File: src/design/tpl_pkg.sv
// shared types and constants of the triangle point locator
package tpl_pkg;

  localparam logic [1:0] MODE_VERTEX   = 2'd0;
  localparam logic [1:0] MODE_TRIANGLE = 2'd1;
  localparam logic [1:0] MODE_QUERY    = 2'd2;

  localparam int CROSS_W  = 67;
  localparam int WEIGHT_W = 17;
  localparam int DIV_LAST = 17;
  localparam int MUL_LAST = 9;

  localparam logic [1:0] CORNER_A = 2'd0;
  localparam logic [1:0] CORNER_B = 2'd1;
  localparam logic [1:0] CORNER_C = 2'd2;

  typedef struct packed {
    logic       wr_vertex;
    logic       wr_triangle;
    logic       load_point;
    logic       clear;
    logic       tri_rd;
    logic       vrd_en;
    logic [1:0] vrd_sel;
    logic       vlatch_en;
    logic [1:0] vlatch_sel;
    logic       mul_issue;
    logic [2:0] mul_step;
    logic       norm;
    logic       div_en;
    logic       div_first;
    logic       div_last;
    logic [1:0] div_sel;
  } cmd_t;

  typedef struct packed {
    logic hit;
  } sts_t;

endpackage

File: src/design/tpl_ctrl.sv
// controller: walks the triangles of a query and sequences the datapath
module tpl_ctrl #(
  parameter int MAX_TRIANGLES = 1024,
  parameter int TAW = 10
) (
  input  logic          clk,
  input  logic          rst,
  input  logic          start,
  input  logic [1:0]    mode,
  input  logic          cfg_valid,
  input  logic [10:0]   cfg_data,
  input  tpl_pkg::sts_t sts,
  output tpl_pkg::cmd_t cmd,
  output logic [TAW-1:0] tri_addr,
  output logic          busy,
  output logic          cfg_ready,
  output logic          done,
  output logic          found,
  output logic [9:0]    triangle_index
);
  import tpl_pkg::*;

  localparam int TCW = $clog2(MAX_TRIANGLES + 1);

  typedef enum logic [10:0] {
    S_IDLE = 11'b00000000001,
    S_TRI  = 11'b00000000010,
    S_VA   = 11'b00000000100,
    S_VB   = 11'b00000001000,
    S_VC   = 11'b00000010000,
    S_VL   = 11'b00000100000,
    S_MUL  = 11'b00001000000,
    S_NORM = 11'b00010000000,
    S_TEST = 11'b00100000000,
    S_DIV  = 11'b01000000000,
    S_DONE = 11'b10000000000
  } state_t;

  state_t state, state_next;
  logic [4:0] cnt, cnt_next;
  logic [1:0] wsel, wsel_next;
  logic [TCW-1:0] tri_cnt, tri_cnt_next;
  logic found_q, found_q_next;
  logic [10:0] count;
  logic [31:0] limit;
  logic accept;

  assign busy      = (state != S_IDLE);
  assign cfg_ready = !busy;
  assign accept    = start && !busy;
  assign done      = (state == S_DONE);
  assign found     = found_q;
  assign triangle_index = found_q ? 10'(tri_cnt) : 10'd0;
  assign tri_addr  = TAW'(tri_cnt);

  // count above the store depth saturates
  assign limit = ({21'd0, count} > 32'(MAX_TRIANGLES)) ? 32'(MAX_TRIANGLES)
                                                       : {21'd0, count};

  always_ff @(posedge clk) begin
    if (rst) begin
      state   <= S_IDLE;
      cnt     <= '0;
      wsel    <= '0;
      tri_cnt <= '0;
      found_q <= 1'b0;
      count   <= '0;
    end else begin
      state   <= state_next;
      cnt     <= cnt_next;
      wsel    <= wsel_next;
      tri_cnt <= tri_cnt_next;
      found_q <= found_q_next;
      if (cfg_valid && cfg_ready) count <= cfg_data;
    end
  end

  always_comb begin
    state_next   = state;
    cnt_next     = cnt;
    wsel_next    = wsel;
    tri_cnt_next = tri_cnt;
    found_q_next = found_q;
    cmd          = '0;
    cmd.mul_step = cnt[2:0];
    cmd.div_sel  = wsel;
    case (state)
      S_IDLE: begin
        cmd.wr_vertex   = accept && (mode == MODE_VERTEX);
        cmd.wr_triangle = accept && (mode == MODE_TRIANGLE);
        if (accept && (mode == MODE_QUERY)) begin
          cmd.load_point = 1'b1;
          cmd.clear      = 1'b1;
          tri_cnt_next   = '0;
          found_q_next   = 1'b0;
          state_next     = S_TRI;
        end
      end
      S_TRI: begin
        if (32'(tri_cnt) >= limit) begin
          state_next = S_DONE;
        end else begin
          cmd.tri_rd = 1'b1;
          state_next = S_VA;
        end
      end
      S_VA: begin
        cmd.vrd_en  = 1'b1;
        cmd.vrd_sel = CORNER_A;
        state_next  = S_VB;
      end
      S_VB: begin
        cmd.vrd_en     = 1'b1;
        cmd.vrd_sel    = CORNER_B;
        cmd.vlatch_en  = 1'b1;
        cmd.vlatch_sel = CORNER_A;
        state_next     = S_VC;
      end
      S_VC: begin
        cmd.vrd_en     = 1'b1;
        cmd.vrd_sel    = CORNER_C;
        cmd.vlatch_en  = 1'b1;
        cmd.vlatch_sel = CORNER_B;
        state_next     = S_VL;
      end
      S_VL: begin
        cmd.vlatch_en  = 1'b1;
        cmd.vlatch_sel = CORNER_C;
        cnt_next       = '0;
        state_next     = S_MUL;
      end
      S_MUL: begin
        // eight products, then wait for the multiplier pipe to drain
        cmd.mul_issue = (cnt < 5'd8);
        if (cnt == 5'(MUL_LAST)) begin
          cnt_next   = '0;
          state_next = S_NORM;
        end else begin
          cnt_next = cnt + 5'd1;
        end
      end
      S_NORM: begin
        cmd.norm   = 1'b1;
        state_next = S_TEST;
      end
      S_TEST: begin
        if (sts.hit) begin
          found_q_next = 1'b1;
          cnt_next     = '0;
          wsel_next    = '0;
          state_next   = S_DIV;
        end else begin
          tri_cnt_next = tri_cnt + TCW'(1);
          state_next   = S_TRI;
        end
      end
      S_DIV: begin
        cmd.div_en    = 1'b1;
        cmd.div_first = (cnt == 5'd0);
        cmd.div_last  = (cnt == 5'(DIV_LAST));
        if (cnt == 5'(DIV_LAST)) begin
          cnt_next = '0;
          if (wsel == 2'd2) begin
            state_next = S_DONE;
          end else begin
            wsel_next = wsel + 2'd1;
          end
        end else begin
          cnt_next = cnt + 5'd1;
        end
      end
      S_DONE: begin
        state_next = S_IDLE;
      end
      default: begin
        state_next = S_IDLE;
      end
    endcase
  end

endmodule

File: config.mk
export PLATFORM = sky130hd
export DESIGN_NAME = tpl_ctrl
export DESIGN_NICKNAME = d
export VERILOG_FILES = /design/src/design/tpl_pkg.sv /design/src/design/tpl_ctrl.sv
export SDC_FILE = /design/constraint.sdc
export NUM_CORES = 1
export LEC_CHECK = 0
export BUFFER_PORTS_ARGS = -buffer_cell sky130_fd_sc_hd__buf_2
export CAP_MARGIN = 20
export CORE_ASPECT_RATIO = 1.2
export CORE_MARGIN = 2
export CORE_UTILIZATION = 50
export DETAILED_ROUTE_END_ITERATION = 12
export PLACE_DENSITY = 0.82
export SETUP_SLACK_MARGIN = 0.02
export SYNTH_ARGS = -nofsm -noshare
export SYNTH_HDL_FRONTEND = slang
export SYNTH_SLANG_ARGS = --single-unit
File: constraint.sdc
create_clock -name clk -period 2.89 [get_ports clk]
set_input_delay 0.4335 -clock clk [delete_from_list [all_inputs] [get_ports clk]]
set_output_delay 0.4335 -clock clk [all_outputs]
set_load 0.05 [all_outputs]
; ---- Word level (Yosys, flattened, before mapping)
; Cells that the tools add are included.
[totals]
regBits = 41
in_bits = 18
out_inout_bits = 45
elab_cells = 84
[op_classes]
addsub = 3
order_cmp = 3
eq_ne = 24
n_mux = 32
n_reduce_logical = 16
[ops]
columns = op, n
row1 = case mux 11 bit (10 select lines), 1
row2 = two-way mux 11 bit, 8
row3 = case mux 11 bit (2 select lines), 1
row4 = two-way mux 10 bit, 2
row5 = case mux 5 bit (4 select lines), 1
row6 = case mux 3 bit (3 select lines), 2
row7 = two-way mux 5 bit, 3
row8 = "!= test 2 bit, second input constant", 7
row9 = "adder 11 x 1 -> 11 bit, second input constant", 1
row10 = "equality test 11 x 1 -> 1 bit, second input constant", 1
row11 = "equality test 11 x 10 -> 1 bit, second input constant", 1
row12 = "equality test 11 bit, second input constant", 1
row13 = "equality test 11 x 2 -> 1 bit, second input constant", 1
row14 = "equality test 11 x 3 -> 1 bit, second input constant", 1
row15 = "equality test 11 x 4 -> 1 bit, second input constant", 1
row16 = "equality test 11 x 5 -> 1 bit, second input constant", 1
row17 = "equality test 11 x 6 -> 1 bit, second input constant", 1
row18 = "equality test 11 x 7 -> 1 bit, second input constant", 1
row19 = "equality test 11 x 8 -> 1 bit, second input constant", 1
row20 = "equality test 11 x 9 -> 1 bit, second input constant", 1
row21 = greater-or-equal comparator 11 bit, 1
row22 = "> comparator 11 bit, second input constant", 1
row23 = "!= test 11 x 1 -> 1 bit, second input constant", 1
row24 = two-way mux 2 bit, 4
row25 = 21 further kinds, 34

; ---- Logic depth before layout (Yosys ltp)
; Gate-level depths: netlist of run 1.
[logic_depth]
depth_word = 6
ltp_mapped = 10
ltp_nobuf = 10

; ---- Worst setup path after synthesis of run 1
; OpenSTA, ideal clock, no wires.
[synth_timing]
kind = flip-flop to output port
startpoint = register state[4]
endpoint = output port cmd[20] in the netlist's numbering
arrival_ns = 3.695
required_time_ns = 2.457
setup_slack_ns = -1.238
path_stages_with_launch = 5
path_buffers = 0
path_cell_list = dfxtp_1 -> or4_1 -> nor4_4 -> inv_2 -> nor4b_1
[synth_lines]
columns = item, line_no
row1 = "start, declared", tpl_ctrl.sv:39  ; state_t state, state_next;
row2 = "start signal, assigned", tpl_ctrl.sv:69  ; state <= state_next;
row3 = "end, declared", tpl_ctrl.sv:13  ; output tpl_pkg::cmd_t cmd,

==> out/results.txt, run 1 <==
status - finished clean
die height - 83.4 um
initial antenna violation count - 0
Diodes inserted - 0
Final ANT Viol Nets - 0
fill count - 455
area delta synth->final - 18.3%
fin cells - 437
grt peak-use layer - met2
CP endpoint kind - primary output
post-synthesis sequential area ratio - 0.313
EDFF count, synth - 0
Mapped Cells - 330
CTS root buffer - clkbuf_8
WL final - 6260 um
CP max-delay cell - or4_4
synthesized area per cell - 7.95 um2
clock transition at the registers of the reported paths - 80 ps
Reg area - 827 um2
DPL Wire Length - 4750 um
TritonCTS Buffers - 5
slew margin rel. - 0.606
hold path cells - 3
worst reg2reg path depth - 7
met1 GRT Util - 0.246
register share of total power - 0.474
ys flop type - dfxtp_1
Ys Warns - 0
crit start category - register
CTS tree - done
Worst-Skew Late Latency - 300 ps
Gate power share - 0.122
Clock Skew - 3.64 ps
grt met2 use - 0.394
switch share - 0.262
via density per instance - 5.71
first-pass GRT wire length - 10600 um
final slew viol count - 0
chip width - 70.1 um
dpl cells - 428
final net count - 410
worst-case clock buffer depth - 2
pwr/cell area - 397 nW/um2
WP data required - 2460 ps
critical-path cell list - or4_4 > nor4_4 > bufinv_8 > nor3_4 > buf_2
total number of vias - 2497
Max-Cap Viols - 0
fin worst setup slack - 77.3 ps
Max Freq - 0.356 GHz
highest fanout seen on the critical path - 5
Multi-input gate area - 1670 um2
Pleak - 1.40 nW
hold_ws - 370 ps
slew of the pin with the lowest slew margin - 591 ps
drt first pass iters - 4
final period utilization - 0.973
final hold violation count - 0
Peak VDD IR - 239 uV
class of the worst hold path - primary input to register
RR Startpoint - state[4]
largest area contributor in the netlist - dfxtp_1
library cells used by synthesis - 60
core area - 5010 um2
Clk pwr share - 0.404
hold wc startpoint - cfg_data[4]
P_int - 911 uW
die area - 5850 um2
largest net degree at the start of global routing - 33
crit path DAT - 2380 ps
drt wl/cell - 14.3 um
met3 usage - 0.0498
Max stage delay on crit path - 590 ps
DRC errors left - 0
hold worst-path end - count[4]
share of cells above drive strength 1 - 0.284
GRT Util Overall - 0.221
hold bufs inserted after CTS - 0
dpl ws - 239 ps
I/O pins - 63
RSZ-0062 raised after global routing - true
Synth async-reset ratio - 0
Net Sw Power - 323 uW
GR Overflow Total - 0
H-tree depth - 2
Synth area leaders - dfxtp_1, ha_1, nand2_1
Mapped Nets - 364
RD Place Congestion - 0.930
# clock sinks - 41
post-layout min period - 2810 ps
synthesized cell area - 2630 um2
post-synthesis register bit count - 41
PortBufs - 62
final setup fails - 0
vias in the first global route - 2400
initial core utilization - 0.524
Worst R2R End - tri_cnt[8]
worst reg-to-reg setup slack - 280 ps
Synth top area share - 0.313
drt initial violations - 122
Rows - 28
Crit Path Class - register to primary output
Power Total - 1.23 mW
## worst max-delay path: cells and delay by family (launching register included)
family        cells  cell delay (ps)
flops             1              360
buf+inv           2              550
simple gates      3             1160
## placed cells by master (no fill, tap or decap), drive strengths merged, types with 6 or more instances in the layout
| cell type | count |
|---|---|
| nor2b | 6 |
| a21oi | 25 |
| nor2 | 32 |
| clkbuf | 6 |
| inv | 10 |
| nand3 | 7 |
| xnor2 | 6 |
| nand2 | 49 |
| nor3 | 13 |
| o21ai | 11 |
| and2 | 12 |
| buf | 66 |
| nand2b | 8 |
| nor4 | 6 |
| ha | 16 |
| dfxtp | 41 |
## registers in the layout, indices dropped and copies added (netlist names)
| register | flops |
|---|---|
| wsel | 2 |
| state | 11 |
| found | 1 |
| cnt | 5 |
| count | 11 |
| tri_cnt | 11 |
## synth_stat cells (4+ instances only)
cell type	instances
nand3_1	7
buf_4	15
ha_1	16
nor2_1	31
a21oi_1	25
and2_1	12
buf_2	4
nor2b_1	6
nor4_1	4
nand2_1	49
xnor2_1	6
inv_1	10
dfxtp_1	41
nor3_1	10
o21ai_0	10
clkbuf_1	6
nand2b_1	8
a21o_1	4
## what timing repair did
item                                    in CTS  in global routing
endpoints found under the setup margin       1                  8
pin swaps                                    1                  1
setup buffers                                1                  0
gates resized for setup                      8                  5
## stage by stage
| step | area (um2) | utilization | setup TNS [ps] |
|---|---|---|---|
| after floorplan | 2730 | - | -2910 |
| after global placement | 2940 | 0.587 | 0 |
| after detailed placement | 2940 | 0.587 | 0 |
| after CTS | 3090 | 0.617 | 0 |
| after global routing | 3100 | 0.620 | -4.13 |
| final | 3100 | 0.620 | 0 |
## cell families (layout without fill, tap and decap cells)
logic type,Yosys count,after routing,synth area share
flops,41,41,0.313
simple gates,166,166,0.353
buf+inv,39,86,0.0848
xor+xnor,9,9,0.0300
fa+ha+maj,16,16,0.0763
mux,2,2,0.00763
compound gates,57,57,0.136
## area by class of cell
type,count,share of cell area
multi-input cells,250,0.539
clock buffers,6,0.0266
repair buffers,66,0.112
clock inverters,2,0.0121
well taps,60,0.0242
flip-flops and latches,41,0.266
inverters,12,0.0193
## power by group through the flow
stage / registers (mW) / clock network [mW] / logic [mW]
CTS: 0.585 / 0.502 / 0.149
global route: 0.586 / 0.524 / 0.166
floorplan: 0.594 / 0 / 0.115
detailed placement: 0.599 / 0 / 0.145
global placement: 0.598 / 0 / 0.141
finish: 0.585 / 0.499 / 0.150
## worst max-delay path by stage
stage	slack, ps	endpoint	start
2_1_floorplan	-390	cmd[18]	state[10]
3_3_place_gp	280	cmd[16]	tri_cnt[0]
3_5_place_dp	240	cmd[16]	tri_cnt[0]
4_1_cts	50	cmd[16]	count[0]
5_1_grt	-2	cmd[18]	state[5]
6_report	80	cmd[17]	state[5]
## metal layers
layer,vias up,routed length (um)
met5,-,0
met4,0,199
met3,20,475
met2,108,3220
met1,1147,2370
li1,1222,-
Note: power is estimated with default switching activity, not from simulation.
==> inputs of run 2 (changes only) <==
--- a/config.mk
+++ b/config.mk
@@ -10,6 +10,7 @@
 export CORE_ASPECT_RATIO = 1.2
 export CORE_MARGIN = 2
 export CORE_UTILIZATION = 50
+export CTS_BUF_LIST = sky130_fd_sc_hd__clkbuf_16
 export DETAILED_ROUTE_END_ITERATION = 12
 export PLACE_DENSITY = 0.82
 export SETUP_SLACK_MARGIN = 0.02
==> out/results.txt, run 2 (synthesis gave the netlist of run 1 again) <==
initial core utilization - 0.524 (unchanged)
most common cell after layout, fill and taps aside - buf_2
drt first pass iters - 4 (unchanged)
most frequent cells in the layout - buf_2, nand2_1, dfxtp_1
TritonCTS Buffers - 5 (unchanged)
die height - 83.4 um (unchanged)
final net count - 409 (-0.24%)
Clk pwr share - 0.462 (+0.058)
Fin Setup TNS - 0 ps (unchanged)
RR Startpoint - state[4]
# clock sinks - 41 (unchanged)
Multi-input gate area - 1670 um2 (unchanged)
Pleak - 1.42 nW (+1.0%)
die area - 5850 um2 (unchanged)
Peak VDD IR - 340 uV (+42%)
crit start category - register
fill count - 449 (-1.3%)
final period utilization - 0.966 (-0.00768)
via density per instance - 5.68 (-0.57%)
dpl cells - 428 (unchanged)
RD Place Congestion - 0.930 (unchanged)
Final ANT Viol Nets - 0 (unchanged)
DPL Wire Length - 4750 um (unchanged)
chip width - 70.1 um (unchanged)
post-layout min period - 2790 ps (-22.2 ps)
critical path capture point - cmd[17]
class of the worst hold path - primary input to register
Post CTS Setup Buffer Count - 0 (-1)
Worst-Skew Late Latency - 280 ps (-20 ps)
Power Total - 1.37 mW (+11%)
CTS root buffer - clkbuf_16
largest net degree at the start of global routing - 33 (unchanged)
total number of vias - 2477 (-0.80%)
RSZ-0062 raised after global routing - true
area delta synth->final - 19.7%
vias in the first global route - 2371 (-1.2%)
switch share - 0.245 (-0.0164)
I/O pins - 63 (unchanged)
core area - 5010 um2 (unchanged)
pwr/cell area - 436 nW/um2 (+9.8%)
Rows - 28 (unchanged)
highest fanout seen on the critical path - 6 (+1)
GR Overflow Total - 0 (unchanged)
slew margin rel. - 0.609 (+0.00349)
Max Freq - 0.358 GHz (+0.80%)
final slew viol count - 0 (unchanged)
Worst R2R End - tri_cnt[8]
biggest registers after layout - count (11), state (11), tri_cnt (11)
worst reg2reg path depth - 7 (unchanged)
WP data required - 2460 ps (about the same)
H-tree depth - 2 (unchanged)
worst-case clock buffer depth - 2 (unchanged)
P_int - 1.03 mW (+14%)
share of cells above drive strength 1 - 0.279 (-0.00456)
Net Sw Power - 336 uW (+4.2%)
drt initial violations - 110 (-9.8%)
initial antenna violation count - 0 (unchanged)
WL final - 6400 um (+2.2%)
DRC errors left - 0 (unchanged)
drt wl/cell - 14.7 um (+2.4%)
PortBufs - 62 (unchanged)
Max-Cap Viols - 0 (unchanged)
Reg area - 827 um2 (unchanged)
Critical Path Source - state[10]
Gate power share - 0.110 (-0.012)
Diodes inserted - 0 (unchanged)
fin cells - 436 (-0.23%)
GRT Util Overall - 0.224 (+0.00250)
status - finished clean
register share of total power - 0.427 (-0.047)
CTS tree - done
final hold violation count - 0 (unchanged)
final setup fails - 0 (unchanged)
CP endpoint kind - primary output
Crit Path Class - register to primary output
Clock Skew - 4.76 ps (+1.13 ps)
crit path DAT - 2360 ps (-20 ps)
fin util - 0.627 (+0.00774)
hold bufs inserted after CTS - 0 (unchanged)
slew of the pin with the lowest slew margin - 586 ps (-5.23 ps)
first-pass GRT wire length - 10700 um (+0.45%)
worst reg-to-reg setup slack - 410 ps (+130 ps)
clock transition at the registers of the reported paths - 60 ps (-20 ps)
==> run 2: changes by cell type in the layout (fill, tap and decap cells not counted) <==
| cell | delta |
|---|---|
| clkbuf_8 | -6 |
| clkinv_1 | +1 |
| clkbuf_16 | +5 |
| clkbuf_4 | +1 |
| buf_4 | -2 |
==> run 2: area by class of cell <==
type / instances / share of cell area
timing repair buffer: 65 / 0.109
clock inverter: 3 / 0.0131
clock buffer: 5 / 0.0398
tap: 60 / 0.0239
sequential: 41 / 0.263
multi-input combinational: 250 / 0.532
inverter: 12 / 0.0191
==> run 2: repair_timing <==
item | in CTS | in global routing
cloned | 0 | 0
endpoints found under the setup margin | 1 | 4
pin swaps | 1 | 2
resized for setup | 7 | 5
==> run 2: layer usage <==
layer	vias up	GRT usage	share of wire
li1	1224	-	-
met1	1143	0.249	0.38
met2	92	0.403	0.52
met3	18	0.0449	0.065
met4	0	0.105	0.034
met5	-	0	0
==> run 2: power groups by stage <==
stage	logic [mW]	clock network, mW	registers (mW)
final	0.151	0.634	0.586
after global routing	0.166	0.669	0.587
after CTS	0.150	0.644	0.585
after global placement	0.141	0	0.598
after detailed placement	0.145	0	0.599
after floorplan	0.115	0	0.594
==> run 2: how the worst min path moves through the flow <==
| stage | startpoint | endpoint | cells past startpoint |
|---|---|---|---|
| 2_1_floorplan | count[0] | count[0] | 2 |
| 3_3_place_gp | count[0] | count[0] | 2 |
| 3_5_place_dp | count[0] | count[0] | 2 |
| 4_1_cts | cfg_data[8] | count[8] | 3 |
| 5_1_grt | cfg_data[1] | count[1] | 3 |
| 6_report | cfg_data[4] | count[4] | 3 |
==> run 2: worst max-delay path, stage by stage (launching register included) <==
cell and delay [ps]:
dfxtp_2 350, or4_4 600, nor4_4 380, bufinv_8 260, nor3_4 200, buf_2 290
==> run 2: stage by stage <==
step	hold WS [ps]	area (um2)	worst slack, ps
2_1_floorplan	427	2730	-388
3_3_place_gp	439	2940	278
3_5_place_dp	441	2940	239
4_1_cts	384	3130	24.8
5_1_grt	385	3140	19.8
6_report	389	3140	99.5
==> inputs of run 3 (changes only) <==
==> config.mk (replaced) <==
export PLATFORM = sky130hd
export DESIGN_NAME = tpl_ctrl
export DESIGN_NICKNAME = d
export VERILOG_FILES = /design/src/design/tpl_pkg.sv /design/src/design/tpl_ctrl.sv
export SDC_FILE = /design/constraint.sdc
export NUM_CORES = 1
export LEC_CHECK = 0
export BUFFER_PORTS_ARGS = -buffer_cell sky130_fd_sc_hd__buf_4
export CAP_MARGIN = 20
export CORE_MARGIN = 2
export CORE_UTILIZATION = 40
export CTS_BUF_LIST = sky130_fd_sc_hd__clkbuf_16
export DETAILED_ROUTE_END_ITERATION = 12
export PLACE_DENSITY = 0.7
export SETUP_SLACK_MARGIN = 0.02
export SYNTH_ARGS = -nofsm -noshare
export SYNTH_HDL_FRONTEND = slang
export SYNTH_SLANG_ARGS = --single-unit
==> out/results.txt, run 3 (synthesis gave the netlist of run 1 again) <==
WL final - 6360 um (-0.64%)
crit path DAT - 2290 ps (-70 ps)
drt first pass iters - 4 (unchanged)
post-layout min period - 2730 ps (-64.4 ps)
met1 GRT Util - 0.240 (-0.00882)
area delta synth->final - 25.7%
critical-path cell list - or4_4 > nor4_4 > bufinv_8 > nor3_4 > buf_4
CP endpoint kind - primary output
Worst-Skew Late Latency - 280 ps (about the same)
CTS tree - done
slew of the pin with the lowest slew margin - 439 ps (-148 ps)
first-pass GRT wire length - 10500 um (-1.9%)
CTS root buffer - clkbuf_16
H-tree depth - 2 (unchanged)
class of the worst hold path - primary input to register
final slew viol count - 0 (unchanged)
P_int - 952 uW (-8.0%)
grt peak-use layer - met2
share of cells above drive strength 1 - 0.278 (-0.00148)
final net count - 412 (+0.73%)
Crit Path Class - register to primary output
initial antenna violation count - 0 (unchanged)
PortBufs - 62 (unchanged)
Max stage delay on crit path - 560 ps (-40 ps)
most frequent cells in the layout - buf_4, nand2_1, dfxtp_1
via density per instance - 5.31 (-6.5%)
Fin Setup TNS - 0 ps (unchanged)
Clock Skew - 3.72 ps (-1.04 ps)
RD Place Congestion - 0.864 (-7.1%)
final hold violation count - 0 (unchanged)
hold bufs inserted after CTS - 0 (unchanged)
final setup fails - 0 (unchanged)
Gate power share - 0.128 (+0.018)
GRT Util Overall - 0.177 (-0.0469)
CP max-delay cell - or4_4
hold wc startpoint - cfg_data[6]
initial core utilization - 0.413 (-0.111)
register share of total power - 0.462 (+0.035)
grt met2 use - 0.272 (-0.131)
I/O pins - 63 (unchanged)
die height - 85.0 um (+2.0%)
WP data required - 2460 ps (about the same)
crit start category - register
DRC errors left - 0 (unchanged)
die area - 7230 um2 (+24%)
Clk pwr share - 0.411 (-0.051)
# clock sinks - 41 (unchanged)
drt wl/cell - 14.0 um (-4.8%)
vias in the first global route - 2168 (-8.6%)
chip width - 85.0 um (+21%)
drt initial violations - 110 (unchanged)
Max Freq - 0.367 GHz (+2.4%)
total number of vias - 2416 (-2.5%)
final period utilization - 0.943 (-0.0223)
Max-Cap Viols - 0 (unchanged)
CP bufs+invs - 2 (unchanged)
Pleak - 1.44 nW (+1.3%)
Peak VDD IR - 261 uV (-23%)
Final ANT Viol Nets - 0 (unchanged)
core area - 6350 um2 (+27%)
dpl ws - 235 ps (-3.68 ps)
biggest registers after layout - count (11), state (11), tri_cnt (11)
fin worst setup slack - 164 ps (+64.4 ps)
clock transition at the registers of the reported paths - 60 ps (about the same)
Crit path max-delay family - simple AND/OR/NAND/NOR gates
most common cell after layout, fill and taps aside - buf_4
DPL Wire Length - 4890 um (+2.8%)
GR Overflow Total - 0 (unchanged)
slew margin rel. - 0.707 (+0.0974)
fill count - 614 (+37%)
largest net degree at the start of global routing - 33 (unchanged)
worst-case clock buffer depth - 2 (unchanged)
RR Startpoint - state[4]
Diodes inserted - 0 (unchanged)
highest fanout seen on the critical path - 7 (+1)
status - finished clean
Critical Path Source - state[4]
pwr/cell area - 386 nW/um2 (-12%)
met3 usage - 0.0321 (-0.0128)
Rows - 29 (+3.6%)
TritonCTS Buffers - 5 (unchanged)
RSZ-0062 raised after global routing - false
Power Total - 1.27 mW (-7.2%)
switch share - 0.252 (+0.00643)
Net Sw Power - 320 uW (-4.8%)
==> run 3: cell types whose count changed in the layout (fill, tap and decap cells not counted), sizes merged <==
cell / change
inv: +2
clkbuf: -1
bufinv: -1
clkinv: -1
clkinvlp: -1
buf: +4
==> run 3: metal layers <==
metal	wire length (um)	share of wire
met5	0	0
met4	125	0.020
met3	321	0.050
met2	2890	0.45
met1	3020	0.47
==> run 3: worst paths after layout <==
check | end | slack, ps | depth (start not counted)
max reg2reg | tri_cnt[10] | 340 | 8
min reg2reg | count[9] | 460 | 2
min | count[6] | 400 | 3
max | cmd[18] | 160 | 5
==> run 3: metrics by stage <==
| step | cells | hold WS [ps] | utilization | area (um2) |
|---|---|---|---|---|
| after floorplan | 330 | 427 | - | 2730 |
| after global placement | 447 | 444 | 0.494 | 3130 |
| after detailed placement | 447 | 448 | 0.494 | 3130 |
| after CTS | 455 | 398 | 0.517 | 3280 |
| after global routing | 455 | 409 | 0.520 | 3300 |
| final | 455 | 404 | 0.520 | 3300 |
==> run 3: what timing repair did <==
action,in CTS,in global routing
setup buffers,1,0
pin swaps,5,2
resized for setup,6,4
gates cloned,0,0
endpoints found under the setup margin,1,4
==> run 3: final cells by class <==
| type | count | area, um2 | share of cell area |
|---|---|---|---|
| clock inverters | 2 | 7.51 | 0.00228 |
| well taps | 77 | 96.3 | 0.0292 |
| multi-input cells | 250 | 1670 | 0.507 |
| repair buffers | 68 | 514 | 0.156 |
| clock buffers | 5 | 125 | 0.0379 |
| flip-flops and latches | 41 | 823 | 0.250 |
| inverters | 12 | 61.3 | 0.0186 |
==> run 3: power by group through the flow <==
stage          Sequential [mW]  Combinational [mW]  Clock (mW)
6_report                 0.587               0.163       0.522
5_1_grt                  0.588               0.178       0.552
4_1_cts                  0.587               0.162       0.530
3_5_place_dp             0.599               0.154           0
3_3_place_gp             0.598               0.152           0
2_1_floorplan            0.594               0.115           0
==> run 3: tightest hold or removal path: stages <==
cell	delay (ps)
buf_4	110
nand2_1	50
a21oi_1	50
